File: src/design/assert_macros.svh
// assertion macros used by the top-level design file
`ifndef ASSERT_MACROS_SVH
`define ASSERT_MACROS_SVH

`ifndef ASSERT_OFF

// property must hold at every clock edge out of reset
`define ASSERT_PROP(label, clk, rst_n, prop) \
	label: assert property (@(posedge clk) disable iff (!rst_n) prop) \
		else $error("assertion failed: property violated");

// expression must never be true out of reset
`define ASSERT_NEVER(label, clk, rst_n, expr) \
	label: assert property (@(posedge clk) disable iff (!rst_n) !(expr)) \
		else $error("assertion failed: forbidden condition seen");

`else

`define ASSERT_PROP(label, clk, rst_n, prop)
`define ASSERT_NEVER(label, clk, rst_n, expr)

`endif

`endif

File: src/design/itf_pkg.sv
// shared constants and types for the in-circle tag filter
package itf_pkg;

	localparam int COORD_BITS_DEF = 16;
	localparam int TAG_BITS       = 32;
	localparam int NUM_FIELDS_XY  = 8;

	// result beat: tag_out, inside_res, padded to whole bytes
	localparam int OUT_BITS = TAG_BITS + 1;
	localparam int OUT_W    = ((OUT_BITS + 7) / 8) * 8;
	localparam int OUT_PAD  = OUT_W - OUT_BITS;

	localparam logic [TAG_BITS-1:0] TAG_REJECT = '1;

	// valid and tag travel together down the pipeline
	typedef struct packed {
		logic                valid;
		logic [TAG_BITS-1:0] tag;
	} itf_beat_t;

endpackage

File: src/design/itf_minor.sv
// stage 3: squared lengths and signed 2x2 minors
module itf_minor import itf_pkg::*; #(
	parameter int COORD_BITS = COORD_BITS_DEF
) (
	input  logic                             clk,
	input  logic                             arst_n,
	input  itf_beat_t                        in_beat,
	output logic                             in_ready,
	input  logic signed [2*COORD_BITS+1:0]   sq_x [3],
	input  logic signed [2*COORD_BITS+1:0]   sq_y [3],
	input  logic signed [2*COORD_BITS+1:0]   cr_p [3],
	input  logic signed [2*COORD_BITS+1:0]   cr_n [3],
	output itf_beat_t                        out_beat,
	input  logic                             out_ready,
	output logic signed [2*COORD_BITS+2:0]   sq [3],
	output logic signed [2*COORD_BITS+2:0]   mn [3]
);

	localparam int MW = 2 * COORD_BITS + 3;

	logic                  v_s3;
	logic [TAG_BITS-1:0]   tag_s3;
	logic signed [MW-1:0]  sq_s3 [3];
	logic signed [MW-1:0]  mn_s3 [3];
	logic                  rdy_s3;

	assign rdy_s3   = !v_s3 || out_ready;
	assign in_ready = rdy_s3;

	always_ff @(posedge clk or negedge arst_n) begin
		if (!arst_n) begin
			v_s3 <= 1'b0;
		end else if (rdy_s3) begin
			v_s3 <= in_beat.valid;
		end
	end

	// the middle minor comes out negated so the three terms simply add
	always_ff @(posedge clk) begin
		if (rdy_s3 && in_beat.valid) begin
			tag_s3 <= in_beat.tag;
			for (int i = 0; i < 3; i++) begin
				sq_s3[i] <= MW'(sq_x[i]) + MW'(sq_y[i]);
				mn_s3[i] <= MW'(cr_p[i]) - MW'(cr_n[i]);
			end
		end
	end

	assign out_beat.valid = v_s3;
	assign out_beat.tag   = tag_s3;
	assign sq = sq_s3;
	assign mn = mn_s3;

endmodule

File: config.mk
export PLATFORM = sky130hd
export DESIGN_NAME = itf_minor
export DESIGN_NICKNAME = d
export VERILOG_FILES = /design/src/design/assert_macros.svh /design/src/design/itf_pkg.sv /design/src/design/itf_minor.sv
export SDC_FILE = /design/constraint.sdc
export NUM_CORES = 1
export LEC_CHECK = 0
export BUFFER_PORTS_ARGS = -buffer_cell sky130_fd_sc_hd__buf_2
export CORE_AREA = 10 10 263 265
export DETAILED_ROUTE_END_ITERATION = 7
export DIE_AREA = 0 0 273 275
export PLACE_DENSITY_LB_ADDON = 0.12
export SLEW_MARGIN = 20
export SYNTH_ARGS = -nofsm -noshare
export SYNTH_HDL_FRONTEND = slang
export SYNTH_SLANG_ARGS = --single-unit
export TNS_END_PERCENT = 50
File: constraint.sdc
create_clock -name clk -period 10.4 [get_ports clk]
set_input_delay 0.52 -clock clk [delete_from_list [all_inputs] [get_ports clk]]
set_output_delay 0.52 -clock clk [all_outputs]
set_load 0.01 [all_outputs]
; ---- After elaboration in Yosys (flattened, before gate mapping)
; Cells that the tools add are included.
[totals]
ramBits = 0
ff_bits = 243
inputBits = 444
mem_bits_ro = 0
latch_bits = 0
n_memories = 0
[op_classes]
mux = 0
n_div = 0
addsub = 6
n_shift = 0
magnitude_cmp = 0
reduce_logical = 3
bitwise = 0
multipliers = 0
eq_ne = 0
[ops]
columns = operator, n
row1 = $add A34 B34 Y35, 3
row2 = $sub A34 B34 Y35, 3
row3 = $logic_and A1 B1 Y1, 1
row4 = $logic_not A1 Y1, 1
row5 = $logic_or A1 B1 Y1, 1

; ---- Depth between registers and ports, before layout
; Gate-level depths: netlist (run 1).
[logic_depth]
word_depth = 3
mapped_depth = 13

; ---- Least setup slack after synthesis (run 1)
; No wires, ideal clock.
[synth_timing]
path_kind = in2reg
from = input port out_ready
to = register mn_s3 (netlist bit mn[0]) (enable)
slack_ns = 3.521
stages = 2
t_arrival_ns = 6.244
cell_sequence = nand2b_1 > and2_1
[synth_between]
elab_chain_len = 2
[synth_rtl]
columns = element, line
row1 = start: declaration, itf_minor.sv:14  ; input logic out_ready,
row2 = $logic_or A1 B1 Y1, itf_minor.sv:27  ; assign rdy_s3 = !v_s3 || out_ready;
row3 = $logic_and A1 B1 Y1, itf_minor.sv:40  ; if (rdy_s3 && in_beat.valid) begin
row4 = end signal: indexed assignment, itf_minor.sv:44  ; mn_s3[i] <= MW'(cr_p[i]) - MW'(cr_n[i]);
row5 = end: declaration, itf_minor.sv:24  ; logic signed [MW-1:0] mn_s3 [3];
; No other way between the ends.
; A chain may end at the register's enable or synchronous reset.

; ---- Final worst setup path (run 1)
[layout_timing]
from = register v_s3
to = register sq_s3 (netlist bit sq[94]) (enable)
[layout_between]
elab_chain_len = 3
[layout_rtl]
columns = element, line
row1 = start: declaration, itf_minor.sv:21  ; logic v_s3;
row2 = start signal: assignment, itf_minor.sv:34  ; v_s3 <= in_beat.valid;
row3 = $logic_not A1 Y1, itf_minor.sv:27
row4 = $logic_or A1 B1 Y1, itf_minor.sv:27
row5 = $logic_and A1 B1 Y1, itf_minor.sv:40
row6 = end signal: indexed assignment, itf_minor.sv:43  ; sq_s3[i] <= MW'(sq_x[i]) + MW'(sq_y[i]);
row7 = end: declaration, itf_minor.sv:23  ; logic signed [MW-1:0] sq_s3 [3];
; No other way between the ends.

==> results of run 1 <==
-- final cells by class --
class                   instances  share of cell area [%]
clock buffers                  52                    4.35
repair buffers                690                    14.6
flip-flops and latches        243                    30.6
multi-input cells            1381                    42.3
diodes                         18                   0.189
inverters                     158                    2.49
clock inverters                13                   0.920
well taps                     855                    4.50
-- registers in the layout, indices dropped and copies added (netlist names) --
name    count
mn        105
v_s3        1
sq        105
tag_s3     32
-- worst register-to-register path: stages (launching register included) --
cell and delay [ps]:
dfrtp_1 370, nand2b_1 110, and2_4 640, buf_12 600
buf_4 1060
-- through the flow --
stage / utilization, % / instance area [µm²]
after global placement: 35.2 / 22500
after CTS: 37.2 / 23800
after global routing: 37.2 / 23800
after floorplan: - / 18100
final: 37.3 / 23800
after detailed placement: 35.2 / 22500
-- synthesized netlist by cell type, types with 11 or more instances --
cell / number / share of area [%]
a211oi_1: 15 / 0.62
a21o_1: 115 / 4.8
a21oi_1: 192 / 5.3
a31oi_1: 20 / 0.69
and2_1: 11 / 0.38
and3_1: 16 / 0.55
clkbuf_1: 34 / 0.70
edfxtp_1: 242 / 40
ha_1: 204 / 14
inv_1: 158 / 3.3
nand2_1: 121 / 2.5
nand2b_1: 22 / 0.76
nand3_1: 42 / 1.2
nand4_1: 31 / 1.1
nor2_1: 94 / 1.9
nor2b_1: 25 / 0.86
nor3_1: 19 / 0.52
o21a_1: 23 / 0.95
o21ai_0: 82 / 2.3
o21ai_1: 12 / 0.33
o21bai_1: 24 / 0.99
xnor2_1: 118 / 5.7
xor2_1: 59 / 2.9
-- cell families after synthesis --
group / after synthesis / synth area share [%]
fa+ha+maj: 210 / 14.8
mux: 4 / 0.228
flops: 243 / 40.2
simple gates: 408 / 11.0
buf+inv: 200 / 4.19
compound gates: 582 / 21.0
xor+xnor: 177 / 8.56
-- routing by layer --
layer / vias up / GRT usage [%] / share of wire, %
met5: - / 0 / 0.38
met4: 40 / 7.07 / 3.5
met3: 151 / 6.95 / 9.6
met2: 540 / 31.9 / 50
met1: 7753 / 19.2 / 37
li1: 8133 / - / -
-- worst paths after layout --
kind | endpoint | slack (ps) | cells after the start
setup / recovery | sq[94] | 7180 | 4
hold / removal | tag_s3[4] | 140 | 1
setup reg to reg | sq[94] | 7180 | 4
hold reg to reg | v_s3 | 530 | 2
max in group asynchronous | v_s3 | 10030 | 2
min in group asynchronous | v_s3 | 280 | 2
-- power by group through the flow --
| stage | combinational, W | sequential (W) | clock, W |
|---|---|---|---|
| 2_1_floorplan | 0.000582 | 0.00135 | 0 |
| 3_3_place_gp | 0.00102 | 0.00129 | 0 |
| 3_5_place_dp | 0.00102 | 0.00129 | 0 |
| 4_1_cts | 0.00103 | 0.00127 | 0.00137 |
| 5_1_grt | 0.00113 | 0.00127 | 0.00141 |
| 6_report | 0.00102 | 0.00127 | 0.00133 |
-- cell usage in the layout, fill, tap and decap left out, types with 20 or more instances in the layout --
cell type  instances
nor2b_1           25
buf_2            687
a21o_1           115
nor2_1            94
xnor2_1          118
inv_1            158
ha_1             204
edfxtp_1         242
clkbuf_16         39
nand2b_1          22
a21oi_1          192
a31oi_1           20
nand4_1           31
o21ai_0           82
o21a_1            23
o21bai_1          24
xor2_1            59
nand2_1          121
nand3_1           42
-- timing repair --
item                      4_1_cts  5_1_grt
gates resized for setup         0        0
hold buffers                    1        0
hold endpoints to repair        1        0
==> results by group, run 1 <==
Min path
  – Worst hold start: in_beat[4]
  – Hold crit path type: input port to flip-flop

STA
  – Rel. slew slack: around 38%
  – PnR worst setup slack: roughly 7200 ps
  – Worst Tran Pin Value: 933 ps
  – # setup viols final: 0
  – Clk_skew: approximately 23 ps
  – Achievable clock frequency: ~310 MHz
  – RSZ-0062 raised after global routing: false
  – Tmin final: 3220 ps
  – Final hold violation count: 0
  – TNS Setup: 0 ps
  – Worst hold margin: between 100 and 150 ps
  – Slew Limit Fails: 0
  – Final Cycle Share: a little under a third

Route
  – Routed Antenna Nets: 0
  – Initial DRC count: between 900 and 1,000
  – Via count: ~17,000
  – DRC violations left: 0
  – Vias/cell: 4.87
  – WL final: between 70,000 and 80,000 µm
  – Routed len/inst: roughly 21 µm
  – TritonRoute pass-1 iters: 5

Critical path
  – Critical Path AT: 3370 ps
  – Worst-path fanout max: around 130
  – CP Buf/Inv Count: 2
  – CP Data Required Time: 10,550 ps
  – Crit start category: flip-flop
  – Slowest stage cell, crit path: buf_4
  – Launch point of the worst path: v_s3
  – Worst Setup Path Type: flip-flop to flip-flop
  – Top Family by Delay on Critical Path: buffers and inverters
  – Worst path cell trace: nand2b_1 > and2_4 > buf_12 > buf_4
  – Max stage delay on crit path: 840 ps
  – Crit. End Element: flip-flop
  – Critical R2R Launch: v_s3

Floorplanning
  – Chip width: around 270 µm
  – Core area: around 64,000 µm²
  – Die ar.: ~75,000 µm²
  – Initial core utilization: 28.4%
  – Rows: 93
  – I/O pins: 688
  – Die height: ~280 µm

Power and ir drop
  – Switching share of power: 30.7%
  – VDD IR max: a little over 0.09 mV
  – Pwr dens: 152 nW/µm²
  – P_int: roughly 0.0025 W
  – P_leak: between 10 and 15 nW
  – Pwr Total: roughly 0.0036 W
  – P_sw: 0.00111 W
  – Sequential share of power: between 30% and 40%
  – Comb pwr share: ~28%
  – Clock network fraction of total power: 36.8%

Yosys
  – Async SR Flop Fraction: less than 1%
  – Main synth FF type: edfxtp_1
  – Syn nets: around 2,500
  – Yosys cell types: 77
  – Post-synth EDFFs: 242
  – Mapped cell area: between 15,000 and 20,000 µm²
  – Cells after Synth: between 1,500 and 2,000
  – Syn avg cell area: 9.93 µm²
  – Ys Warns: 0
  – Seq cells post-synth: between 200 and 250
  – Register area share after synthesis: about two fifths

Clock network
  – Setup Buffers After CTS: 0
  – CTS HTree Levels: 2
  – Num CTS Buffers: 37
  – Worst skew pair latency: between 500 and 600 ps
  – Worst-path clk slew: approximately 60 ps
  – Maximum buffer depth of the clock tree: 3
  – TritonCTS Sinks: ~240
  – Root Driver: clkbuf_16
  – CTS tree: done

GRT
  – Pin count of the biggest net entering global routing: roughly 130
  – GRT Total Usage: between 10% and 20%
  – Vias in the first global route: 17,200
  – Initial antenna violation count: 46
  – Gr ovfl total: 0
  – First-pass GRT wire length: around 100,000 µm

Final layout
  – Non-Filler Instances: approximately 3,400
  – Filler instances: between 6,000 and 7,000
  – Multi-input gate area: 10,100 µm²
  – Fin nets: roughly 3,200
  – Layout cell share with drive strength beyond 1: between 30% and 40%
  – Synth-to-Final Area Change: 31.4%
  – Storage cell area: between 7000 and 8000 µm²

Job
  – Max cap viols: 0

Placed design
  – Dpl ws: between 6000 and 7000 ps
  – Gpl congestion: about 0.9
  – Placed Cells: between 3,000 and 4,000
  – Post-DP HPWL: slightly above 60,000 µm
  – PortBufs: approximately 700

Status
  – Outcome: complete, no violations
Power figures use the tool's default switching activity.
==> run 2, diff against run 1 <==
- CORE_AREA: 10 10 263 265 -> 10 10 257 259
- DIE_AREA: 0 0 273 275 -> 0 0 267 269
- clock period: 10.4 -> 3.3 ns (I/O delays scaled with it)
==> results by group, run 2 (synthesis results as in run 1) <==
Status
  – Outcome: complete, no violations

GRT
  – Met3 Use GR: 7.14% (+0.19 points)
  – Vias in the first global route: 17,600 (+1.9%)
  – M1 GR Usage: 20.8% (+1.6 points)
  – GRT Total Usage: 19.2% (+1.1 points)
  – Initial antenna violation count: 32 (-30%)
  – Gr ovfl total: 0 (unchanged)
  – Pin count of the biggest net entering global routing: 57 (-56%)
  – Met2 usage: 33.5% (+1.6 points)
  – First-pass GRT wire length: 105,000 µm (+1.2%)
  – Most Crowded Layer GR: met2

Final layout
  – Filler instances: 6,238 (-4.9%)
  – Commonest non-fill, non-tap cells in the layout: buf_2, edfxtp_1, ha_1, a21oi_1, inv_1
  – Synth-to-Final Area Change: 33.5%
  – Fin nets: 3,221 (+1.8%)
  – Commonest non-fill, non-tap cell in the layout: buf_2
  – Layout cell share with drive strength beyond 1: 30.0% (-0.23 points)

Critical path
  – Reg2Reg Depth: 3 (-1)
  – CP Data Required Time: 3580 ps (-6970 ps)
  – Critical Path AT: 3350 ps (-20 ps)
  – Crit start category: input port
  – Reg2reg setup slack: 1390 ps (-5790 ps)
  – Crit Reg-Reg Endpoint: sq[19]
  – Worst Setup Path Type: input port to flip-flop
  – Critical R2R Launch: v_s3
  – Crit. End Element: flip-flop
  – Worst-path fanout max: 3 (-98%)

STA
  – Final Cycle Share: 92.8%
  – Clk_skew: 16.8 ps (-6.08 ps)
  – RSZ-0062 raised after global routing: false
  – # setup viols final: 0 (unchanged)
  – Worst Tran Pin Value: 713 ps (-220 ps)
  – Tmin final: about 3100 ps
  – Slew Limit Fails: 0 (unchanged)
  – Worst hold margin: 65.7 ps (-72.9 ps)
  – Rel. slew slack: 52.5% (+15 points)
  – Achievable clock frequency: between 300 and 400 MHz
  – TNS Setup: 0 ps (unchanged)
  – Final hold violation count: 0 (unchanged)

Power and ir drop
  – Pwr dens: 461 nW/µm² (+200%)
  – Switching share of power: 31.0% (+0.35 points)
  – Sequential share of power: 35.8% (+0.8 points)
  – P_leak: 11.4 nW (+2.0%)
  – P_int: 0.00769 W (+210%)
  – Clock network fraction of total power: 34.6% (-2.2 points)
  – P_sw: 0.00346 W (+210%)
  – Comb pwr share: 29.6% (+1.5 points)
  – VDD IR max: 0.319 mV (+240%)

Floorplanning
  – I/O pins: 688 (unchanged)
  – Die ar.: 71,800 µm² (-4.3%)
  – Die height: 269 µm (-2.2%)
  – Core area: 61,000 µm² (-4.5%)
  – Initial core utilization: 29.7% (+1.3 points)
  – Rows: 91 (-2.2%)
  – Chip width: 267 µm (-2.2%)

Placed design
  – Gpl congestion: 0.930 (+3.1%)
  – Post-DP HPWL: 61,200 µm (+1.0%)
  – PortBufs: 687 (unchanged)

Min path
  – Worst hold start: cr_p[69]
  – Hold EP: mn[71]
  – Hold Path Depth: 2 (+1)
  – Hold crit path type: input port to flip-flop

Clock network
  – Post-cts resize count: 0 (unchanged)
  – Worst skew pair latency: 540 ps (about the same)
  – Num CTS Buffers: 35 (-5.4%)
  – CTS tree: done
  – Root Driver: clkbuf_16
  – CTS HTree Levels: 2 (unchanged)
  – TritonCTS Sinks: 243 (unchanged)
  – Worst-path clk slew: 60 ps (about the same)
  – Maximum buffer depth of the clock tree: 3 (unchanged)

Route
  – Initial DRC count: 796 (-16%)
  – Vias/cell: 4.97 (+2.0%)
  – Routed len/inst: 21.3 µm (+0.85%)
  – DRC violations left: 0 (unchanged)
  – Via count: 16,900 (+1.5%)
  – TritonRoute pass-1 iters: 5 (unchanged)
  – WL final: 72,300 µm (+0.37%)
  – Routed Antenna Nets: 0 (unchanged)

Job
  – Max cap viols: 0 (unchanged)
==> run 2: cell types whose count changed in the layout (fill, tap and decap cells not counted), sizes merged <==
cell	change
dlygate4sd3	+46
buf	+12
clkbuf	-8
clkinv	+8
diode	-7
bufinv	-2
clkinvlp	+1
inv	-1
==> run 2: cell type report <==
type / instances / area, µm² / share of cell area [%]
Antenna cell: 11 / 27.5 / 0.114
Clock buffer: 44 / 972 / 4.02
Clock inverter: 19 / 190 / 0.786
Inverter: 158 / 593 / 2.45
Multi-Input combinational cell: 1381 / 10100 / 41.6
Sequential cell: 243 / 7290 / 30.1
Tap cell: 790 / 988 / 4.09
Timing Repair Buffer: 748 / 4060 / 16.8
==> run 2: how the worst max path moves through the flow <==
stage,end,depth (start not counted),slack (ps),start
5_1_grt,mn[32],14,80,cr_n[0]
4_1_cts,sq[104],14,300,sq_y[68]
6_report,sq[104],14,240,sq_y[68]
3_3_place_gp,mn[32],14,300,cr_p[0]
2_1_floorplan,mn[32],13,610,cr_p[0]
3_5_place_dp,mn[32],14,220,cr_p[0]
==> run 2: metal layers <==
layer,part of all wire [%],up-vias
li1,-,8248
met1,38,7859
met2,49,593
met3,9.3,135
met4,3.2,28
met5,0.27,-
==> run 2: power by group through the flow <==
stage	Clock [W]	Sequential, W	Combinational [W]
floorplan	0	0.00421	0.00184
global placement	0	0.00406	0.00327
detailed placement	0	0.00405	0.00328
CTS	0.00400	0.00400	0.00334
global route	0.00411	0.00402	0.00366
finish	0.00386	0.00399	0.00330
==> run 2: through the flow <==
| stage | cells | setup WS (ps) | utilization, % | total power (W) | area (µm²) |
|---|---|---|---|---|---|
| global route | 3393 | 81.1 | 39.6 | 0.0118 | 24200 |
| CTS | 3383 | 304 | 39.6 | 0.0113 | 24200 |
| floorplan | 1824 | 610 | - | 0.00604 | 18100 |
| detailed placement | 3273 | 224 | 36.9 | 0.00733 | 22500 |
| finish | 3394 | 238 | 39.6 | 0.0112 | 24200 |
| global placement | 3273 | 302 | 36.9 | 0.00732 | 22500 |
==> run 2: what timing repair did <==
item                                   CTS  global route
endpoints found under the hold margin   42             0
setup buffers                            0             0
hold buffers                            47             0
==> run 2: worst max-delay path, cell delays in order <==
cell and delay, ps:
dlygate4sd3_1 520, buf_2 100, ha_1 180, inv_1 70, fa_1 390, nand2b_1 210
a211o_1 300, a31oi_1 250, o21ai_1 170, a21oi_1 260, a211oi_1 190, o21ai_1 250
nand4_1 120, a22o_1 190
==> run 3, diff against run 2 <==
- SETUP_SLACK_MARGIN: unset -> 0.3
==> results by group, run 3 (synthesis results as in run 1) <==
GRT
  – Vias in the first global route: 17,600 (unchanged)
  – First-pass GRT wire length: 105,000 µm (unchanged)
  – GRT Total Usage: 19.2% (unchanged)
  – Initial antenna violation count: 32 (unchanged)
  – Gr ovfl total: 0 (unchanged)
  – Pin count of the biggest net entering global routing: 57 (unchanged)

Critical path
  – Worst path cell trace: dlygate4sd3_1 > buf_2 > ha_1 > nor2b_1 > o31a_1 > o21ai_1 > a21oi_1 > o41ai_2 > buf_4 > o21ai_0 > a31oi_1 > o21ai_0 > xor2_1
  – Max stage delay on crit path: 560 ps (+40 ps)
  – Reg2reg setup slack: 1400 ps (about the same)
  – CP Data Required Time: 3570 ps (about the same)
  – Critical Path AT: 3180 ps (-170 ps)
  – Reg2Reg Depth: 3 (unchanged)
  – Crit Reg-Reg Endpoint: sq[19]
  – Slowest stage cell, crit path: dlygate4sd3_1
  – Crit. End Element: flip-flop
  – Top Family by Delay on Critical Path: compound AO/OA/AOI/OAI gates
  – Critical R2R Launch: v_s3
  – Most common cell type on the critical path: o21ai_0
  – Worst Setup Path Type: input port to flip-flop
  – Worst-path fanout max: 2 (-1)
  – Crit start category: input port
  – CP Buf/Inv Count: 3 (unchanged)

Clock network
  – Num CTS Buffers: 35 (unchanged)
  – TritonCTS Sinks: 243 (unchanged)
  – Worst skew pair latency: 540 ps (about the same)
  – CTS tree: done
  – Maximum buffer depth of the clock tree: 3 (unchanged)
  – CTS HTree Levels: 2 (unchanged)
  – Worst-path clk slew: 50 ps (about the same)
  – Root Driver: clkbuf_16

STA
  – # setup viols final: 0 (unchanged)
  – TNS Setup: 0 ps (unchanged)
  – Slew Limit Fails: 0 (unchanged)
  – Final hold violation count: 0 (unchanged)
  – Final Cycle Share: 88.3% (-4.5 points)
  – PnR worst setup slack: 386 ps (+147 ps)
  – Achievable clock frequency: 343 MHz (+5.1%)
  – Clk_skew: 17.1 ps (+0.355 ps)
  – RSZ-0062 raised after global routing: true
  – Tmin final: 2910 ps (-147 ps)
  – Worst Tran Pin Value: 715 ps (+2.05 ps)
  – Rel. slew slack: 52.3% (-0.14 points)

Placed design
  – Cell Area, Placed: 22,500 µm² (unchanged)
  – Dpl ws: 224 ps (unchanged)
  – PortBufs: 687 (unchanged)
  – Post-DP HPWL: 61,200 µm (unchanged)
  – Gpl congestion: 0.930 (unchanged)

Floorplanning
  – Rows: 91 (unchanged)
  – Core area: 61,000 µm² (unchanged)
  – I/O pins: 688 (unchanged)
  – Initial core utilization: 29.7% (unchanged)
  – Die height: 269 µm (unchanged)
  – Die ar.: 71,800 µm² (unchanged)
  – Chip width: 267 µm (unchanged)

Min path
  – Hold Path Depth: 2 (unchanged)
  – Hold EP: mn[71]
  – Hold crit path type: input port to flip-flop
  – Worst hold start: cr_p[69]

Route
  – TritonRoute pass-1 iters: 5 (unchanged)
  – Via count: 16,900 (+0.43%)
  – Routed Antenna Nets: 0 (unchanged)
  – DRC violations left: 0 (unchanged)
  – Routed len/inst: 21.3 µm (about the same)
  – WL final: 72,300 µm (about the same)
  – Initial DRC count: 763 (-4.1%)
  – Vias/cell: 4.99 (+0.34%)

Final layout
  – Synth-to-Final Area Change: 33.9%
  – Commonest non-fill, non-tap cells in the layout: buf_2, edfxtp_1, ha_1, a21oi_1, inv_1
  – Post-layout util: 39.7% (+0.10 points)
  – Post-route cell area: 24,300 µm² (+0.25%)
  – Commonest non-fill, non-tap cell in the layout: buf_2
  – Layout cell share with drive strength beyond 1: 30.4% (+0.41 points)
  – Fin nets: 3,222 (+0.031%)

Job
  – Max cap viols: 0 (unchanged)

Status
  – Outcome: complete, no violations

Power and ir drop
  – VDD IR max: 0.319 mV (about the same)
  – Pwr dens: 460 nW/µm² (-0.12%)
  – P_leak: 11.4 nW (+0.11%)
## run 3: per-layer routing
| metal | track usage [%] | share of wire [%] | up-vias |
|---|---|---|---|
| met3 | 7.14 | 9.5 | 135 |
| li1 | - | - | 8250 |
| met4 | 7.25 | 3.2 | 28 |
| met5 | 0 | 0.27 | - |
| met2 | 33.5 | 50 | 578 |
| met1 | 20.8 | 38 | 7944 |
## run 3: timing repair
| action | CTS | global route |
|---|---|---|
| setup endpoints to repair | 0 | 19 |
| hold endpoints to repair | 42 | 0 |
| setup buffers | 0 | 2 |
| hold buffers | 46 | 0 |
| resized for setup | 0 | 10 |
## run 3: power breakdown
part / switching, W / internal [W]
clock network: 0.00147 / 0.00239
registers: 0.000103 / 0.00389
logic: 0.00190 / 0.00142
total: 0.00347 / 0.00770
## run 3: layout make-up
class	instances	area (µm²)
clock buffers	44	972
clock inverters	19	190
fillers	6237	36800
inverters	158	593
flip-flops and latches	243	7290
repair buffers	749	4070
multi-input cells	1381	10100
diodes	13	32.5
well taps	790	988
## run 3: worst max path at each step
| stage | from | to | slack (ps) | depth (start not counted) |
|---|---|---|---|---|
| after CTS | cr_n[0] | mn[32] | 320 | 14 |
| after global placement | cr_p[0] | mn[32] | 300 | 14 |
| final | cr_p[35] | mn[54] | 390 | 13 |
| after detailed placement | cr_p[0] | mn[32] | 220 | 14 |
| after floorplan | cr_p[0] | mn[32] | 610 | 13 |
| after global routing | cr_p[35] | mn[54] | 200 | 13 |
## run 3: stage by stage
stage,hold WS (ps),instances,power [W]
floorplan,-131,1824,0.00604
global placement,-59.1,3273,0.00732
detailed placement,-56.0,3273,0.00733
CTS,22.8,3382,0.0113
global route,37.2,3394,0.0118
finish,65.6,3397,0.0112
