**src/design/assert_macros.svh**
```systemverilog
// assertion macros used by the top-level design file
`ifndef ASSERT_MACROS_SVH
`define ASSERT_MACROS_SVH

`ifndef ASSERT_OFF

// property must hold at every clock edge out of reset
`define ASSERT_PROP(label, clk, rst_n, prop) \
	label: assert property (@(posedge clk) disable iff (!rst_n) prop) \
		else $error("assertion failed: property violated");

// expression must never be true out of reset
`define ASSERT_NEVER(label, clk, rst_n, expr) \
	label: assert property (@(posedge clk) disable iff (!rst_n) !(expr)) \
		else $error("assertion failed: forbidden condition seen");

`else

`define ASSERT_PROP(label, clk, rst_n, prop)
`define ASSERT_NEVER(label, clk, rst_n, expr)

`endif

`endif

```
**src/design/itf_pkg.sv**
```systemverilog
// shared constants and types for the in-circle tag filter
package itf_pkg;

	localparam int COORD_BITS_DEF = 16;
	localparam int TAG_BITS       = 32;
	localparam int NUM_FIELDS_XY  = 8;

	// result beat: tag_out, inside_res, padded to whole bytes
	localparam int OUT_BITS = TAG_BITS + 1;
	localparam int OUT_W    = ((OUT_BITS + 7) / 8) * 8;
	localparam int OUT_PAD  = OUT_W - OUT_BITS;

	localparam logic [TAG_BITS-1:0] TAG_REJECT = '1;

	// valid and tag travel together down the pipeline
	typedef struct packed {
		logic                valid;
		logic [TAG_BITS-1:0] tag;
	} itf_beat_t;

endpackage

```
**src/design/itf_sum.sv**
```systemverilog
// stages 6-7: determinant sum, sign test and tag decision
module itf_sum import itf_pkg::*; #(
	parameter int COORD_BITS = COORD_BITS_DEF
) (
	input  logic                             clk,
	input  logic                             arst_n,
	input  itf_beat_t                        in_beat,
	output logic                             in_ready,
	input  logic signed [4*COORD_BITS+7:0]   term [3],
	output logic                             out_valid,
	input  logic                             out_ready,
	output logic [TAG_BITS-1:0]              tag_out,
	output logic                             inside_res
);

	localparam int TW = 4 * COORD_BITS + 8;

	logic                  v_s6, v_s7;
	logic [TAG_BITS-1:0]   tag_s6, tag_s7;
	logic signed [TW-1:0]  det_s6;
	logic                  inside_s7;
	logic                  rdy_s6, rdy_s7;
	logic                  det_pos;

	assign rdy_s7   = !v_s7 || out_ready;
	assign rdy_s6   = !v_s6 || rdy_s7;
	assign in_ready = rdy_s6;

	// zero determinant counts as outside
	assign det_pos = !det_s6[TW-1] && (|det_s6);

	always_ff @(posedge clk or negedge arst_n) begin
		if (!arst_n) begin
			v_s6 <= 1'b0;
			v_s7 <= 1'b0;
		end else begin
			if (rdy_s6) begin
				v_s6 <= in_beat.valid;
			end
			if (rdy_s7) begin
				v_s7 <= v_s6;
			end
		end
	end

	always_ff @(posedge clk) begin
		if (rdy_s6 && in_beat.valid) begin
			tag_s6 <= in_beat.tag;
			det_s6 <= term[0] + term[1] + term[2];
		end
		if (rdy_s7 && v_s6) begin
			inside_s7 <= det_pos;
			tag_s7    <= (det_pos && (tag_s6 != TAG_REJECT)) ? tag_s6 : TAG_REJECT;
		end
	end

	assign out_valid  = v_s7;
	assign tag_out    = tag_s7;
	assign inside_res = inside_s7;

endmodule

```
**config.mk**
```make
export PLATFORM = sky130hd
export DESIGN_NAME = itf_sum
export DESIGN_NICKNAME = d
export VERILOG_FILES = /design/src/design/assert_macros.svh /design/src/design/itf_pkg.sv /design/src/design/itf_sum.sv
export SDC_FILE = /design/constraint.sdc
export NUM_CORES = 1
export LEC_CHECK = 0
export ABC_AREA = 1
export ABC_CLOCK_PERIOD_IN_PS = 2950
export BUFFER_PORTS_ARGS = -buffer_cell sky130_fd_sc_hd__buf_2
export CORE_ASPECT_RATIO = 0.5
export CORE_MARGIN = 2
export CORE_UTILIZATION = 51
export DETAILED_ROUTE_END_ITERATION = 6
export PLACE_DENSITY = 0.8
export SLEW_MARGIN = 10
export SYNTH_ARGS = -nofsm -noshare
export SYNTH_HDL_FRONTEND = slang
export SYNTH_SLANG_ARGS = --single-unit
```
**constraint.sdc**
```tcl
create_clock -name clk -period 2.95 [get_ports clk]
set_input_delay 0.1475 -clock clk [delete_from_list [all_inputs] [get_ports clk]]
set_output_delay 0.1475 -clock clk [all_outputs]
set_load 0.05 [all_outputs]
```
== Yosys cells after proc, flatten, opt, wreduce, memory -nomap -nowiden ==
Index checks and enable logic that the tools add are counted.
Cells by class
  $add $sub $neg: 2
  eq/ne operators: 1
  reductions and logical operators: 10
Operators by type and width (count)
  $add 72x72->72: 2
  $reduce_or 72->1: 1
  $ne 32x32->1 const B: 1
  $logic_and 1x1->1: 4
  $logic_not 1->1: 3
  $logic_or 1x1->1: 2
Storage, ports and cells
  bits in registers: 139
  input port bits: 252
  output and inout port bits: 35
  word-level logic and storage cells: 19

== Logic depth before layout (Yosys ltp) ==
Gate-level depths: netlist (run 1).
  depth in word-level cells: 4
  gate-level depth with buffers: 19
  gate-level depth less buffers: 19

== Worst setup path after synthesis (run 1) ==
Ideal clock, no wire load.
  kind: flip-flop to flip-flop
  start: reg v_s7 (netlist: out_valid)
  end: reg det_s6[0], enable pin
  library setup time: 0.457 ns
  arrival: 3.276 ns
  required time: 2.493 ns
  path slack: -0.783 ns
  cell stages (with the launch flop): 4
  clock period less this slack: 3.733 ns
  cells stage by stage: dfrtp_1 nand3_1 nand2_1 inv_1
Between the ends
  cells in the longest elaborated chain, start to end: 4
Ends and longest elaborated chain
  from (decl): RTL line itf_sum.sv:18  | logic v_s6, v_s7;
  from (signal assigned): RTL line itf_sum.sv:41  | v_s7 <= v_s6;
  $logic_not 1->1: RTL line itf_sum.sv:25  | assign rdy_s7 = !v_s7 || out_ready;
  $logic_or 1x1->1: RTL line itf_sum.sv:25
  $logic_or 1x1->1: RTL line itf_sum.sv:26  | assign rdy_s6 = !v_s6 || rdy_s7;
  net in_ready: RTL line itf_sum.sv:8  | output logic in_ready,
  $logic_and 1x1->1: RTL line itf_sum.sv:47  | if (rdy_s6 && in_beat.valid) begin
  to (signal assigned): RTL line itf_sum.sv:49  | det_s6 <= term[0] + term[1] + term[2];
  to (decl): RTL line itf_sum.sv:20  | logic signed [TW-1:0] det_s6;
The timed path passes the listed nets, and every way through them passes these cells.
A chain may end at the register's enable or synchronous reset.

== Final worst setup path (run 1) ==
  start: reg det_s6[16]
  end: reg tag_s7[19] (netlist: tag_out[19]) (data pin)
Between the ends
  cells in the longest elaborated chain, start to end: 3
Ends and longest elaborated chain
  $reduce_or 72->1: RTL line itf_sum.sv:30  | assign det_pos = !det_s6[TW-1] && (|det_s6);
  $logic_and 1x1->1: RTL line itf_sum.sv:30
  net det_pos: RTL line itf_sum.sv:23  | logic det_pos;
  $logic_and 1x1->1: RTL line itf_sum.sv:53  | tag_s7 <= (det_pos && (tag_s6 != TAG_REJECT)) ? tag_s6 : TAG_REJECT;
  to (signal assigned): RTL line itf_sum.sv:53
  to (decl): RTL line itf_sum.sv:19  | logic [TAG_BITS-1:0] tag_s6, tag_s7;
The timed path passes the listed nets, and every way through them passes these cells.

==> results.txt, run 1 <==
* Path type of the worst setup path: flip-flop to flip-flop
- Fill cells in the final layout number 2142.
- The flow ran to the end, and the final reports show no timing, DRC or antenna violations.
* Total wirelength of the detailed-routed design: 35.3 mm
* Register area share after synthesis: 0.332
* Final cycle utilization of the critical path: 0.865
- Pleak: 7.70 nW
* CTS H-Tree Depth: 4
- The synthesized-area fraction occupied by ao, oa, aoi and oai cells came to 0.0525.
* PnR Total Power: 0.00895 W
- Setup repair after global routing missed its margin: false
* Final HPWL from detailed placement: 29.7 mm
* Leading cell type in the layout, fill and taps excluded: nand2_1
- The initial antenna violation count is 0.
- Global-route usage over all layers: 0.281
* Total number of vias: 11566
- During synthesis, Yosys emitted a total of 0 warnings.
- After synthesis, the share of cell area in mux cells is 0.
- In this run, synthesis produced a sequential element count of 139.
- STA classifies the critical path endpoint as a flip-flop.
* Power density over the cells: 581 nW/um^2
- Final design instance area without fill: 15400 um^2
- The worst pin sits at a relative slew slack of 0.215.
* Skew-Pair Late Insertion Delay: 0.42 ns
- Core area: 24100 um^2
- In the routed design, unresolved DRC markers number 0.
- For this run, asynchronously set or reset flops after synthesis account for 0.0144.
- Post-route ant nets: 0
- The worst-case IR drop observed on VDD is 0.000432 V.
- Worst slew pin tran: 1.18 ns
* Reg2reg setup slack: 0.40 ns
- Critical path launch point type: flip-flop
* Vertical die dimension: 115 um
* TritonCTS clock tree: done
- After synthesis, the mean cell area works out to 7.62 um^2.
* Largest family of logic cells by synthesized area: simple AND/OR/NAND/NOR gates
- The area growth from synthesis to layout is 22.9%.
* Mean routed wirelength per cell: 15.1 um
* Remaining Overflow, GRT: 0
* Share of post-route cells with drive strength above 1: 0.218
- Commonest cells after routing, fill and taps aside: nand2_1, inv_1, buf_2
- Worst hold path class: input port to asynchronous set/reset pin
- Area fraction in and, or, nand and nor cells after synthesis: 0.295
- The clock passes through at most 2 buffers.
- Counting cells, the worst reg-to-reg path comes to 9.
* Clock sink count: 139
* Worst-path fanout max: 32
- Vias in the first global route: 11171
- CTS root buffer: clkbuf_16
- At the end of routability-driven placement, the weighted congestion stood at 0.999.
* Maximum number of pins on one net before global-route repair: 105
* Starting DRC count in detailed routing: 1017
- Count of instances resized after the clock tree is built: 0
- The number of nets in the synthesized netlist is 2040.
- Effective utilization at floorplan: 0.521
* Instance area at placement: 14400 um^2
* Final sum of negative setup slack: 0 ns
- At the end of the flow the core is filled with cells to 0.640.
- The first global-routing pass estimated 56.0 mm of wire.
* # IOs: 287
* FMAX: 392 MHz
- Synthesis handed over a netlist of 1646 instances.
- Row Count: 40
* Final count of pins violating max slew: 0
- Via/cell ratio: 4.95
- Of the total synthesized cell area, the portion taken by full adders, half adders and majority gates is 0.185.
- Number of enable-type register cells in the synthesized netlist: 137
- Buffers inserted during clock tree synthesis total 17.
- Final #Nets: 2381
- Clock-pin slew on the worst setup and hold paths: 0.06 ns
* Cell area after synthesis: 12500 um^2
- In this run the horizontal extent of the chip is 226 um.
* Required time reported for the critical path endpoint: 3.06 ns
* Shortest period the worst path allows: 2.55 ns
- Number of distinct library cell variants in the gate-level netlist after synthesis: 35
* Endpoints failing setup: 0
- Of the total synthesized cell area, the portion taken by XOR and XNOR cells is 0.0293.
* Die area: 25900 um^2
* Largest clock skew in the final design: 0.0103 ns
* Max-capacitance violation count: 0
* Arr. time, crit path: 2.66 ns
- The count of buffers added on input and output ports is 286.
- The first detailed-routing pass took 5 iterations.
- Among all flip-flop cells after synthesis, the most frequent one is edfxtp_1.
- Count of final hold-check violations: 0
## critical path, stage by stage, from the launching register on
cell and delay, ns:
edfxtp_1 0.35, nor2_1 0.05, nand2_1 0.05, nor2_1 0.06, nand2_1 0.07, nand3b_1 0.24
nor2_1 0.09, a21oi_1 0.19, and2_1 0.94, nand2_1 0.19
## cells by family (layout without fill, tap and decap cells)
kind of cell	after synthesis	count (layout)
xor gates and xnor gates	42	42
AOI/OAI and AO/OA	123	123
DFF	139	139
and+or+nand+nor	855	855
buffers and inverters	345	699
other	0	2
adders and majority gates	142	142
## state kept, by name, indices dropped and copies added, names as in the netlist
signal / flops
tag_out: 32
det_s6: 72
out_valid: 1
inside_res: 1
tag_s6: 32
v_s6: 1
## where the power goes
group          switching, W  internal [W]
logic               0.00254       0.00128
registers          0.000141       0.00268
clock network      0.000934       0.00136
## synth_stat cells (10+ instances only)
cell type / count / area (um^2)
o21ai_0: 33 / 165
nand2_1: 523 / 1960
edfxtp_1: 137 / 4110
nand4_1: 13 / 81.3
fa_1: 72 / 1440
nor3_1: 18 / 90.1
nand3_1: 46 / 230
inv_2: 14 / 52.6
xor2_1: 38 / 333
nor4_1: 10 / 62.6
a21oi_1: 75 / 375
inv_1: 327 / 1230
ha_1: 70 / 876
nor2_2: 13 / 81.3
nor2_1: 149 / 559
nand2_2: 53 / 332
## final cells by class
type | count | area (um^2) | area share
Multi-Input combinational cell | 1162 | 7070 | 0.459
Sequential cell | 139 | 4170 | 0.270
Timing Repair Buffer | 326 | 1830 | 0.119
Inverter | 341 | 1280 | 0.0834
Clock buffer | 17 | 425 | 0.0276
Tap cell | 336 | 420 | 0.0273
Clock inverter | 15 | 203 | 0.0132
Antenna cell | 2 | 5.00 | 0.000325
## routing by layer
layer	GRT usage	part of all wire
met1	0.375	0.43
met2	0.461	0.46
met3	0.0677	0.090
met4	0.0724	0.016
met5	0.0108	0
## repair_timing
action / CTS / global route
buffers inserted: 0 / 0
hold buffers: 34 / 0
hold endpoints to repair: 35 / 0
## metrics by stage
step	std cells	hold WS (ns)	setup WS, ns
floorplan	1646	-0.148	0.0691
global placement	2270	-0.0644	0.206
detailed placement	2270	-0.0632	0.163
CTS	2336	0.0202	0.436
global route	2336	0.0322	0.212
finish	2338	0.0347	0.398
## path summary, 6_finish.rpt
| kind | start | end |
|---|---|---|
| setup / recovery | det_s6[16] | tag_out[19] |
| min in group clk | out_ready | out_valid |
| hold / removal | arst_n | out_valid |
| setup reg to reg | det_s6[16] | tag_out[19] |
| max in group asynchronous | arst_n | out_valid |
| hold reg to reg | tag_s6[1] | tag_out[1] |
(Power assumes the default switching activity.)
==> run 2, diff against run 1 <==
--- a/config.mk
+++ b/config.mk
@@ -13,6 +13,8 @@
 export CORE_UTILIZATION = 51
 export DETAILED_ROUTE_END_ITERATION = 6
 export PLACE_DENSITY = 0.8
+export REMOVE_ABC_BUFFERS = 1
+export SKIP_LAST_GASP = 1
 export SLEW_MARGIN = 10
 export SYNTH_ARGS = -nofsm -noshare
 export SYNTH_HDL_FRONTEND = slang
==> run 2 against run 1 <==
  * Global-route usage shrank 0.23 points
  * Power is 2.6% lower
  * First-iteration DRC count grew 12%
  * Routed wire length down 0.29%
  * Clock-buffer cell count is the same
  * Largest cell class unchanged
  * Largest power group unchanged
  * Highest routed layer unchanged
==> results.txt, run 2 (synthesis gave the netlist of run 1 again) <==
- The switching portion of total power came to 0.411 (+0.00674).
* First drt pass iteration count: 5 (unchanged)
* Maximum number of pins on one net before global-route repair: 49 (-53%)
* Core area: 24100 um^2 (unchanged)
* Path type of the worst setup path: flip-flop to flip-flop
- The final critical path time including I/O delays and setup was 2.51 ns (-0.0464 ns).
* Worst IR drop on VDD: 0.000419 V (-3.1%)
- The worst hold path was traced through 4 stages.
- The number of DRC markers after the initial detailed-route iteration was 1143 (+12%).
* Area taken by multi-input logic gates: 7060 um^2 (-0.18%)
* Switching Power: 0.00358 W (-0.97%)
- Pleak: 7.67 nW (-0.45%)
- Final sum of negative setup slack: 0 ns (unchanged)
- The total global routing overflow came to 0 (unchanged).
- Counting flops per register, the top entry is det_s6.
* Skew-Pair Late Insertion Delay: 0.43 ns (about the same)
* Final HPWL from detailed placement: 29.5 mm (-0.82%)
- The tightest min-delay check is of the input port to flip-flop type.
- Leading cell type in the layout, fill and taps excluded: nand2_1
- The maximum level of the CTS H-tree was 4 (unchanged).
- The count of clock tree sinks is 139 (unchanged).
- The initial standard-cell utilization of the core was 0.521 (unchanged).
- The final number of max-transition violations is 0 (unchanged).
* Via/cell ratio: 4.96 (+0.32%)
- The fraction of power consumed by sequential logic is 0.322 (+0.006).
- The row count came to 40 (unchanged).
* Vias in the first global route: 11139 (-0.29%)
- The DRC violation count after routing came to 0 (unchanged).
- The number of buffers on the longest clock path was 2 (unchanged).
- Power density over the cells: 569 nW/um^2 (-2.0%)
- Vertical die dimension: 115 um (unchanged)
* P_int: 0.00513 W (-3.7%)
- Worst hold slack: 0.0306 ns (-0.00407 ns)
- Count of final hold-check violations: 0 (unchanged)
* Largest clock skew in the final design: 0.00963 ns (-0.000709 ns)
* Setup repair after global routing missed its margin: false
- FMAX: 399 MHz (+1.9%)
- Final #Nets: 2379 (-0.084%)
* Final cycle utilization of the critical path: 0.849 (-0.0157)
- Worst slew pin tran: 1.07 ns (-0.109 ns)
- STA classifies the critical path startpoint as a flip-flop.
- The total power after layout is 0.00872 W (-2.6%).
- Area growth syn-to-layout: 22.2%
* Number of flip-flops under the largest register name: 72 (unchanged)
- CTS placed an instance of clkbuf_16 at the clock tree root.
* Status: completed
- Initial antenna violation count: 1 (+1)
* Wire length of the first global-routing pass: 55.6 mm (-0.76%)
* Die area: 25900 um^2 (unchanged)
* Combinational share of power: 0.440 (+0.012)
- Post-route ant nets: 0 (unchanged)
- The total wire length after detailed routing is 35.2 mm (-0.29%).
- Arr. time, crit path: 2.62 ns (-0.04 ns)
- TritonCTS clock tree: done
- The width of the die is 226 um (unchanged).
* CP Capture Type: flip-flop
- Max-capacitance violation count: 0 (unchanged)
- The detail-routed net length per standard cell came to 15.1 um (-0.12%).
- The global routing usage summed across all routing layers is 0.278 (-0.00232).
* Clock power share: 0.238 (-0.019)
* Worst-path fanout max: 32 (unchanged)
- The number of failing setup endpoints in the final timing report was 0 (unchanged).
* Sequential standard cell area: 4160 um^2 (about the same)
* Share of post-route cells with drive strength above 1: 0.215 (-0.00268)
* Fill cell total of the finished layout: 2156 (+0.65%)
- The total CTS buffers came to 17 (unchanged).
- The required time of the worst setup path is 3.06 ns (about the same).
* Commonest cells after routing, fill and taps aside: nand2_1, inv_1, buf_2
- Clock-pin slew on the worst setup and hold paths: 0.06 ns (about the same)
* Total number of vias: 11583 (+0.15%)
- # IOs: 287 (unchanged)
* Count of input and output buffers: 286 (unchanged)
- Depth of the worst register-to-register path: 9 (unchanged)
* Final weighted congestion in routability-driven placement: 0.992 (-0.77%)
* Worst slew slack as a fraction of its limit: 0.288 (+0.0728)
[run 2: cell types whose count changed in the layout (fill, tap and decap cells not counted), sizes merged]
cell    change
buf         -2
bufinv      -2
inv         +2
clkinv      -1
diode       -1
[run 2: per-stage QoR]
stage	util	setup WS [ns]	instance area [um^2]	instances
2_1_floorplan	-	-0.783	12500	1642
3_3_place_gp	0.599	0.161	14400	2268
3_5_place_dp	0.599	0.146	14400	2268
4_1_cts	0.636	0.561	15300	2333
5_1_grt	0.636	0.249	15300	2334
6_report	0.636	0.444	15300	2334
[run 2: worst max-delay path, cell delays in order (launching register included)]
cell and delay [ns]:
edfxtp_1 0.34, nor2_1 0.05, nand2_1 0.06, nor2_1 0.05
nand2_1 0.06, nand3b_1 0.22, nor2_1 0.09, a21oi_1 0.22
and2_1 0.88, nand2_1 0.21
[run 2: final cells by class]
| type | count | share of cell area |
|---|---|---|
| clock inverters | 14 | 0.00874 |
| multi-input cells | 1162 | 0.461 |
| flip-flops and latches | 139 | 0.272 |
| inverters | 341 | 0.0838 |
| well taps | 336 | 0.0275 |
| repair buffers | 324 | 0.119 |
| diodes | 1 | 0.000163 |
| clock buffers | 17 | 0.0278 |
[run 2: metal layers]
| layer | vias to the layer above | GRT usage | part of all wire |
|---|---|---|---|
| li1 | 5790 | - | - |
| met1 | 5290 | 0.373 | 0.43 |
| met2 | 438 | 0.466 | 0.46 |
| met3 | 65 | 0.0572 | 0.090 |
| met4 | 0 | 0.0702 | 0.020 |
| met5 | - | 0 | 0 |
[run 2: power groups by stage]
stage	logic [W]	clock network, W	registers [W]
6_report	0.00383	0.00207	0.00281
3_3_place_gp	0.00368	0	0.00283
5_1_grt	0.00427	0.00216	0.00283
3_5_place_dp	0.00373	0	0.00284
2_1_floorplan	0.00242	0	0.00298
4_1_cts	0.00378	0.00207	0.00280
[run 2: final timing paths]
| kind | startpoint | endpoint | slack, ns |
|---|---|---|---|
| worst max-delay path | det_s6[22] | tag_out[1] | 0.44 |
| worst min register to register | v_s6 | out_valid | 0.52 |
| min in group asynchronous | arst_n | out_valid | 0.04 |
| max in group asynchronous | arst_n | v_s6 | 2.81 |
| worst min-delay path | out_ready | out_valid | 0.03 |
| worst max register to register | det_s6[22] | tag_out[1] | 0.44 |
[run 2: repair_timing]
| action | in CTS | in global routing |
|---|---|---|
| setup buffers | 0 | 0 |
| hold buffers | 34 | 0 |
| hold endpoints to repair | 35 | 0 |
| gates resized for setup | 0 | 0 |
==> run 3, diff against run 2 <==
--- a/config.mk
+++ b/config.mk
@@ -6,7 +6,7 @@
 export NUM_CORES = 1
 export LEC_CHECK = 0
 export ABC_AREA = 1
-export ABC_CLOCK_PERIOD_IN_PS = 2950
+export ABC_CLOCK_PERIOD_IN_PS = 2200
 export BUFFER_PORTS_ARGS = -buffer_cell sky130_fd_sc_hd__buf_2
 export CORE_ASPECT_RATIO = 0.5
 export CORE_MARGIN = 2
==> constraint.sdc (replaced) <==
create_clock -name clk -period 2.2 [get_ports clk]
set_input_delay 0.11 -clock clk [delete_from_list [all_inputs] [get_ports clk]]
set_output_delay 0.11 -clock clk [all_outputs]
set_load 0.05 [all_outputs]
==> run 3 against run 2 <==
  * Power increased by 53%
  * Critical path depth increased by 4
  * Via count increased by 8.5%
  * Global-route usage increased by 1.7 points
  * Largest power group unchanged
  * First-iteration DRC count decreased by 13%
  * Routed wire length increased by 11%
  * Largest cell class unchanged
  * Clock power increased by 43%
  * Clock skew increased by 0.013 ns
  * Worst hold slack improved by 0.16 ns
==> results.txt, run 3 (synthesis gave the netlist of run 1 again) <==
- The run finished with clean final reports.
- The number of DRC markers after the initial detailed-route iteration was 993 (-13%).
- Count of final hold-check violations: 0 (unchanged)
- Setup repair after global routing missed its margin: true
* Worst IR drop on VDD: 0.000498 V (+19%)
- The post-detailed-route via-to-cell ratio was 4.98 (+0.43%).
- The peak fanout along the critical path was 4 (-88%).
- Post-route ant nets: 0 (unchanged)
- Worst path cell trace: buf_2 > fa_1 > ha_4 > nand2_1 > inv_1 > nand2_1 > buf_4 > nor2_2 > inv_2 > nor3_1 > nand2_1 > nand3_1 > nand2_1
- Mean routed wirelength per cell: 15.5 um (+2.4%)
- Instance area at placement: 15800 um^2 (+9.4%)
- Counting I/O delays and the setup requirement, the final critical path takes 2.17 ns.
- The worst max-slew margin expressed relative to the limit is 0.618 (+0.331).
* Clock-pin slew on the worst setup and hold paths: 0.07 ns (about the same)
* Area growth syn-to-layout: 38.1%
- Count of input and output buffers: 286 (unchanged)
- Final weighted congestion in routability-driven placement: 1.00 (+1.3%)
- The static leakage power is 8.62 nW (+12%).
- The pin count of the biggest net entering global routing is 45 (-8.2%).
* Worst slew pin tran: 0.566 ns (-0.502 ns)
- The worst setup path is launched from an input port.
- The worst setup path is captured at a flip-flop.
- The global routing usage summed across all routing layers is 0.296 (+0.0174).
- Final #Nets: 2566 (+7.9%)
* Core area: 24100 um^2 (unchanged)
- Number of flip-flops under the largest register name: 72 (unchanged)
- Power density over the cells: 771 nW/um^2 (+35%)
* Wire length of the first global-routing pass: 59.2 mm (+6.5%)
- CTS H-Tree Depth: 4 (unchanged)
- The fraction of layout cells with a size suffix above 1 came to 0.325 (+0.110).
- Leading cell type in the layout, fill and taps excluded: nand2_1
- The DRC violation count after routing came to 0 (unchanged).
- The overall die height came to 115 um (unchanged).
- Initial antenna violation count: 0 (-1)
* Largest incremental delay on the critical path: 0.53 ns (-0.35 ns)
* # IOs: 287 (unchanged)
- Final cycle utilization of the critical path: 0.985
- The final number of max-transition violations was 0 (unchanged).
* Remaining Overflow, GRT: 0 (unchanged)
- First drt pass iteration count: 7 (+2)
* Register ranked first by flip-flop count: det_s6
- The final antenna diode count was 0 (-1).
- The worst path buffer plus inverter count is 4 (+4).
* Maximum clock path buffer count: 2 (unchanged)
* Library cell appearing most often on the critical path: nand2_1
- Row Count: 40 (unchanged)
* Max-capacitance violation count: 0 (unchanged)
- Largest clock skew in the final design: 0.0222 ns (+0.0126 ns)
* Total wirelength of the detailed-routed design: 39.0 mm (+11%)
- X dimension of the die: 226 um (unchanged)
* CTS root buffer: clkbuf_16
* Final HPWL from detailed placement: 31.0 mm (+5.0%)
- Based on the critical path, the design can be clocked at up to 461 MHz.
* TritonCTS clock tree: done
- Arr. time, crit path: 2.31 ns (-0.31 ns)
- Clock sink count: 139 (unchanged)
- The number of failing setup endpoints in the final timing report is 0 (unchanged).
- Worst hold slack: 0.191 ns (+0.160 ns)
* CTS buffer count: 17 (unchanged)
* Worst hold path class: input port to flip-flop
- In the layout the commonest cells are nand2_1, inv_1, buf_2.
* Slowest cell on the critical path: fa_1
- Top cell family by delay on the critical path: adder cells
* Total number of vias: 12565 (+8.5%)
- Vias in the first global route: 12054 (+8.2%)
- The insertion delay to the later sink of the worst-skew pair was 0.44 ns (about the same).
- Final design instance area without fill: 17300 um^2 (+13%)
- The initial standard-cell utilization of the core came to 0.521 (unchanged).
- Path type of the worst setup path: input port to flip-flop
- The required time of the worst setup path came to 2.34 ns (-0.72 ns).
- The area enclosed by the die boundary was 25900 um^2 (unchanged).
* Fill cell total of the finished layout: 1875 (-13%)
==> run 3: cell count changes in the layout (fill, tap and decap cells not counted), sizes merged <==
cell,change
clkinv,+1
inv,+3
buf,+184
clkinvlp,-3
diode,-1
dlygate4sd3,+3
==> run 3: through the flow <==
| step | power [W] | utilization | cells | setup TNS (ns) | setup slack (ns) |
|---|---|---|---|---|---|
| floorplan | 0.00724 | - | 1642 | -178.12 | -1.53 |
| global placement | 0.00966 | 0.655 | 2446 | -14.04 | -0.492 |
| detailed placement | 0.00978 | 0.655 | 2446 | -15.44 | -0.419 |
| CTS | 0.0127 | 0.695 | 2515 | 0 | 0.0145 |
| global route | 0.0141 | 0.719 | 2521 | -0.590 | -0.0891 |
| finish | 0.0133 | 0.719 | 2521 | 0 | 0.0322 |
==> run 3: path summary, 6_finish.rpt <==
path	start	to	slack [ns]	cells after the start
worst min-delay path	term[145]	det_s6[1]	0.19	3
worst max-delay path	term[39]	det_s6[64]	0.03	13
min in group asynchronous	arst_n	v_s6	0.58	3
max in group asynchronous	arst_n	out_valid	0.97	4
worst min register to register	v_s6	out_valid	0.51	2
worst max register to register	det_s6[23]	tag_out[25]	0.17	10
==> run 3: what timing repair did <==
| item | 4_1_cts | 5_1_grt |
|---|---|---|
| hold buffers | 37 | 0 |
| endpoints found under the setup margin | 0 | 32 |
| hold endpoints to repair | 36 | 0 |
| buffers inserted | 0 | 6 |
| gates resized for setup | 0 | 116 |
==> run 3: worst min-delay path: stages <==
cell and delay, ns:
buf_2 0.08, fa_1 0.16, ha_2 0.16
==> run 3: where the power goes <==
part	internal (W)	total, W	switching, W	leakage (nW)
Sequential	0.00359	0.00377	0.000176	1.32
Clock	0.00162	0.00296	0.00134	0.294
Combinational	0.00275	0.00661	0.00386	7.00
Total	0.00796	0.0133	0.00538	8.62
==> run 3: final cells by class <==
| type | count | area (um^2) | share of cell area |
|---|---|---|---|
| clock inverter | 15 | 166 | 0.00961 |
| tap | 336 | 420 | 0.0243 |
| timing repair buffer | 511 | 3250 | 0.188 |
| sequential | 139 | 4160 | 0.241 |
| multi-input combinational | 1162 | 7600 | 0.439 |
| inverter | 341 | 1280 | 0.0741 |
| clock buffer | 17 | 425 | 0.0246 |
==> run 3: routing by layer <==
layer | global-route usage | up-vias | wire length [um]
li1 | - | 6166 | -
met1 | 0.388 | 5837 | 16300
met2 | 0.517 | 502 | 18900
met3 | 0.0491 | 60 | 3070
met4 | 0.0684 | 0 | 694
met5 | 0 | - | 0
